==> src/hdl/aae_pkg.sv <==
package aae_pkg;

  localparam int MAX_SYMBOLS_DEF = 256;
  localparam int FREQ_W          = 17;
  localparam int RANGE_W         = 33;
  localparam int PROD_W          = RANGE_W + FREQ_W;
  localparam int QUO_W           = 33;
  localparam int RUN_W           = 32;
  localparam int RESULT_CAP      = 18;
  localparam int CNT_W           = 5;
  localparam logic [15:0] RESCALE_LIMIT_DEF = 16'd16384;

  localparam logic CMD_ENCODE = 1'b0;
  localparam logic CMD_FLUSH  = 1'b1;

  localparam logic REG_SYMBOL_COUNT  = 1'b0;
  localparam logic REG_RESCALE_LIMIT = 1'b1;

  typedef enum logic [3:0] {
    S_CLEAR,
    S_IDLE,
    S_RDHI,
    S_RDLO,
    S_MULHI,
    S_DIVHI,
    S_MULLO,
    S_DIVLO,
    S_UPD,
    S_RENORM,
    S_FINAL,
    S_SWEEP,
    S_FLUSH
  } state_t;

endpackage

==> src/hdl/aae_div.sv <==
// Restoring divider, one quotient bit per cycle. The caller guarantees that
// the quotient fits in QUO_W bits (dividend < divisor * 2**QUO_W).
module aae_div (
  input  logic                        clk,
  input  logic                        rst_n,
  input  logic                        start,
  input  logic [aae_pkg::PROD_W-1:0]  dividend,
  input  logic [aae_pkg::FREQ_W-1:0]  divisor,
  output logic                        done,
  output logic [aae_pkg::QUO_W-1:0]   quotient
);

  localparam int DW = aae_pkg::FREQ_W;
  localparam int QW = aae_pkg::QUO_W;

  logic          busy_r, busy_nxt;
  logic          done_r, done_nxt;
  logic [5:0]    step_r, step_nxt;
  logic [DW-1:0] rem_r, rem_nxt;
  logic [QW-1:0] quo_r, quo_nxt;
  logic [DW:0]   trial;

  always_comb begin
    busy_nxt = busy_r;
    done_nxt = 1'b0;
    step_nxt = step_r;
    rem_nxt  = rem_r;
    quo_nxt  = quo_r;
    trial    = {rem_r, quo_r[QW-1]};
    if (start) begin
      busy_nxt = 1'b1;
      step_nxt = 6'd0;
      rem_nxt  = dividend[aae_pkg::PROD_W-1:QW];
      quo_nxt  = dividend[QW-1:0];
    end else if (busy_r) begin
      if (trial >= {1'b0, divisor}) begin
        rem_nxt = DW'(trial - {1'b0, divisor});
        quo_nxt = {quo_r[QW-2:0], 1'b1};
      end else begin
        rem_nxt = trial[DW-1:0];
        quo_nxt = {quo_r[QW-2:0], 1'b0};
      end
      step_nxt = step_r + 6'd1;
      if (step_r == 6'(QW - 1)) begin
        busy_nxt = 1'b0;
        done_nxt = 1'b1;
      end
    end
  end

  always_ff @(posedge clk) begin
    if (!rst_n) begin
      busy_r <= 1'b0;
      done_r <= 1'b0;
      step_r <= 6'd0;
    end else begin
      busy_r <= busy_nxt;
      done_r <= done_nxt;
      step_r <= step_nxt;
    end
    rem_r <= rem_nxt;
    quo_r <= quo_nxt;
  end

  assign done     = done_r;
  assign quotient = quo_r;

endmodule

==> config.mk <==
export PLATFORM = sky130hd
export DESIGN_NAME = aae_div
export DESIGN_NICKNAME = d
export VERILOG_FILES = /design/src/hdl/aae_pkg.sv /design/src/hdl/aae_div.sv
export SDC_FILE = /design/constraint.sdc
export NUM_CORES = 1
export LEC_CHECK = 0
export BUFFER_PORTS_ARGS = -buffer_cell sky130_fd_sc_hd__clkbuf_2
export CAP_MARGIN = 20
export CORE_MARGIN = 5
export CORE_UTILIZATION = 51
export DETAILED_ROUTE_END_ITERATION = 10
export PLACE_DENSITY_LB_ADDON = 0.25
export SLEW_MARGIN = 20
export SYNTH_ARGS = -nofsm -noshare
export SYNTH_HDL_FRONTEND = slang
export SYNTH_SLANG_ARGS = --single-unit
==> constraint.sdc <==
create_clock -name clk -period 3.7 [get_ports clk]
set_clock_uncertainty 0.15 [all_clocks]
set_input_delay 0.185 -clock clk [delete_from_list [all_inputs] [get_ports clk]]
set_output_delay 0.185 -clock clk [all_outputs]
set_load 0.02 [all_outputs]
* Word level (Yosys, flattened, before mapping) *
Index checks and enable logic that the tools add are counted.

cells by class
  $add $sub $neg = 2
  equal/unequal tests = 1
  multiplexer cells = 10
  bitwise operators = 2
  order comparisons = 1
  reduce and logical (&&, ||, !) cells = 3

operators by type and width
  operator             number
  $mux 33              2
  $mux 17              3
  $ge 18x17->1         1
  $sub 17x17->17       1
  $add 6x1->6 const B  1
  $eq 6x6->1 const B   1
  $mux 1               5
  $reduce_or 3->1      1
  $not 1->1            2
  $reduce_bool 2->1    1
  $reduce_or 2->1      1

storage, ports and cells
  output and inout port bits = 34
  input bits = 70
  logic and storage cells = 24
  bits in registers = 58

* Longest topological paths before layout *
  word-level depth = 4
  mapped depth = 11
  depth with buffers taken out = 10

* Worst setup path after synthesis *
No wires, ideal clock.

  path type = register to register
  start point = reg quo_r[32], in the netlist quotient[32]
  end point = reg rem_r[13] (data pin)
  cell stages (with the launch flop) = 12
  setup time = 261 ps
  buffers on the path = 1
  arrival = 2463 ps
  required time = 3289 ps
  clock period less this slack = 2874 ps
  path slack = 826 ps
  cell sequence = edfxtp_1 -> inv_1 -> ha_1 -> inv_1 -> fa_1 -> a211oi_2 -> o21ai_4 -> o2111ai_4 -> a31o_1 -> buf_6 -> nor2_1 -> a221o_1

on the way
  longest elaborated chain between the ends = 4
  elaborated cells on any way between the ends = 5
  those cells by class = add/sub (1); order compare (1); mux (3)

ends and longest elaborated chain
  element                                         line                          RTL
  start: declaration                              aae_div.sv:20                 logic [QW-1:0] quo_r, quo_nxt;
  start signal: assignment                        aae_div.sv:62                 quo_r <= quo_nxt;
  $sub 17x17->17 or $ge 18x17->1 (tied branches)  aae_div.sv:37, aae_div.sv:36
  $mux 17 *                                       aae_div.sv:36                 if (trial >= {1'b0, divisor}) begin
  $mux 17 *                                       aae_div.sv:35                 end else if (busy_r) begin
  $mux 17 *                                       aae_div.sv:30                 if (start) begin
  net rem_nxt[13]                                 aae_div.sv:19                 logic [DW-1:0] rem_r, rem_nxt;
  end signal: assignment                          aae_div.sv:61                 rem_r <= rem_nxt;
  end: declaration                                aae_div.sv:19

The timed path passes the listed nets; every way through them passes the cells marked *. The select of a mux whose other input is x is not followed.
A chain may end at the register's enable or synchronous reset.

* Final worst setup path *
Same ends and word-level chain as after synthesis.

==> out/metrics.csv <==
metric,value,unit
Antenna Nets Post-Route,0,
Pwr Density,547,mW/mm^2
Post-Syn Nets,426,
CTS root buf,clkbuf_8,
VDD IR max,321,uV
drt pass-1 iters,4,
"commonest non-fill, non-tap cells in the layout","103 x clkbuf_2, 50 x edfxtp_1, 32 x mux2_2",
register area,0.00166,mm^2
"Primary FF master, synth",edfxtp_1,
Max Freq,326,MHz
total track usage,20.1,%
Syn Inst Count,336,
largest net degree at the start of global routing,60,
share of layout cells above drive strength 1,35.5,%
total DRC errors in the routed layout,0,
Tmin final,3.07,ns
Cell variety after synth,57,
crit path max fanout,10,
setup slack after layout,0.631,ns
Post-synth EDFFs,50,
first-pass GRT wire length,13900,um
syn_area_per_cell,10.9,um^2
status,finished clean,
Initial Utilization,51.4,%
WL/cell,15.4,um
min-delay worst type,in2reg,
vias in the first global route,2954,
area of placed instances,0.00423,mm^2
post-DP HPWL,6250,um
slew margin rel.,55.8,%
Crit path largest cell delay,0.44,ns
Leak,0.00206,uW
row count,31,
count of input and output buffers,103,
Total Routed Length,8790,um
worst-path cell chain,inv_1 > ha_1 > inv_1 > fa_1 > a211oi_2 > o21ai_4 > o2111ai_4 > a31o_1 > nor2_1 > a221o_1,
"commonest non-fill, non-tap cell in the layout",clkbuf_2,
Worst EP arrival,3.00,ns
via count,3014,
n_diodes,0,
DP Cell Count,524,
"slowest stage cell, crit path",fa_1,
startpoint class of the critical path,flip-flop,
post-CTS sizing,0,
"FF+latch count, synth",58,
Crit. End Element,flip-flop,
core area,0.00714,mm^2
"Seq/Total Area, Yosys",45.3,%
initial antenna violation count,0,
crit path kind,reg2reg,
Final nets,556,
# fillers,599,
Max Cap Viol,0,
post-synthesis async set-or-reset flop share,0,%
Num CTS Buffers,9,
"Setup Fix Bufs, Post-CTS",0,
GRT overflow,0,
Final Util,66.5,%
WP data required,3.63,ns
post-route cell area,0.00475,mm^2
routed vias/inst,5.29,
hold_buf cts,28,
DIE HEIGHT,94.8,um
clock latency reported for the late side of the worst-skew pair,0.33,ns
RSZ-0062 raised after global routing,false,
Synth-to-Final Area Change,29.4,%
fin. max-slew vios,0,
Final Wtd Congestion,0.848,
Die X-Extent,94.8,um
clock sink total,58,
boundary pin count,104,
CTS tree,done,
setup TNS,0,ns
area taken by multi-input logic gates,0.00182,mm^2
Finish-stage setup viols,0,
pre-CTS worst setup slack,0.678,ns
1st-iter DRT viols,144,
Fin. Hold Viols,0,
final cell count without fillers,570,
worst-margin pin slew,0.663,ns
yosys warns,0,
Most common cell on crit path,inv_1,
period utilisation layout,82.9,%
H-tree Lvls,3,
area of the mapped netlist,0.00367,mm^2
clock-pin slew on the worst setup and hold paths,0.07,ns
full die area,0.00899,mm^2
Max clock buf depth,2,
[stage by stage]
| stage | total power [uW] | hold slack, ns |
|---|---|---|
| 2_1_floorplan | 1720 | 0.163 |
| 3_3_place_gp | 1920 | 0.273 |
| 3_5_place_dp | 1930 | 0.300 |
| 4_1_cts | 2600 | 0.000241 |
| 5_1_grt | 2760 | 0.00611 |
| 6_report | 2600 | 0.0156 |
[Yosys cell counts, types with 3 or more instances]
cell       n  area (um^2)
edfxtp_1  50         1500
mux2_2    32          360
nand2_1   27          101
inv_1     26         97.6
a21oi_1   21          105
ha_1      19          238
nor2_1    18         67.6
o21ai_0   18         90.1
o211ai_1  10         75.1
xnor2_1    9         78.8
clkbuf_1   8         30.0
dfxtp_1    8          160
nor3_1     8         40.0
mux2i_1    7         70.1
nand3_1    6         30.0
xor2_1     6         52.6
buf_6      4         45.0
nand4_1    4         25.0
a21o_1     3         22.5
and3_1     3         18.8
nand2b_1   3         18.8
nor4_1     3         18.8
[cell families after synthesis]
| family | Yosys count | synth area share, % |
|---|---|---|
| XOR/XNOR | 15 | 3.58 |
| adder cells (fa/ha/maj) | 20 | 7.03 |
| AO/OA/AOI/OAI | 79 | 16.1 |
| buffers and inverters | 41 | 5.18 |
| multiplexers | 39 | 11.7 |
| flip-flops | 58 | 45.3 |
| AND/OR/NAND/NOR | 84 | 11.1 |
[worst max-delay path: cells and delay by family, from the launching register on]
kind | cells | cell delay (ns)
buffers and inverters | 2 | 0.12
AND/OR/NAND/NOR | 1 | 0.11
AO/OA/AOI/OAI | 5 | 1.45
flip-flops | 1 | 0.40
adder cells (fa/ha/maj) | 2 | 0.58
[report_power, final]
group / internal, uW / leakage, uW / switching, uW
Combinational: 446 / 0.00138 / 600
Clock: 378 / 0.000107 / 259
Sequential: 849 / 0.000569 / 64.2
[final cells by class]
class / count / area share [%]
clock buffer: 9 / 2.61
inverter: 26 / 2.06
sequential: 58 / 35.0
clock inverter: 7 / 1.98
tap: 99 / 2.61
multi-input combinational: 237 / 38.4
timing repair buffer: 134 / 17.3
[worst paths after layout]
kind	start	to	slack (ns)	cells after the start
setup reg to reg	quotient[32]$_DFFE_PP_	rem_r[13]$_DFFE_PP_	0.63	10
setup / recovery	quotient[32]$_DFFE_PP_	rem_r[13]$_DFFE_PP_	0.63	10
hold / removal	dividend[30]	quotient[30]$_DFFE_PP_	0.02	2
hold reg to reg	step_r[5]$_SDFFE_PP0P_	step_r[5]$_SDFFE_PP0P_	0.34	2
[sequential cells by signal (all words and copies together) (netlist names)]
register	flops
done	1
rem_r	17
step_r	6
busy_r	1
quotient	33
[routing by layer]
layer	up-vias	wire, um	part of all wire [%]	GRT usage (%)
met5	-	0	0	0
met4	0	123	1.4	7.69
met3	11	584	6.6	5.58
met2	79	4280	49	32.2
met1	1414	3800	43	25.6
li1	1510	-	-	-
No activity file was read; power rests on OpenSTA's default activity.
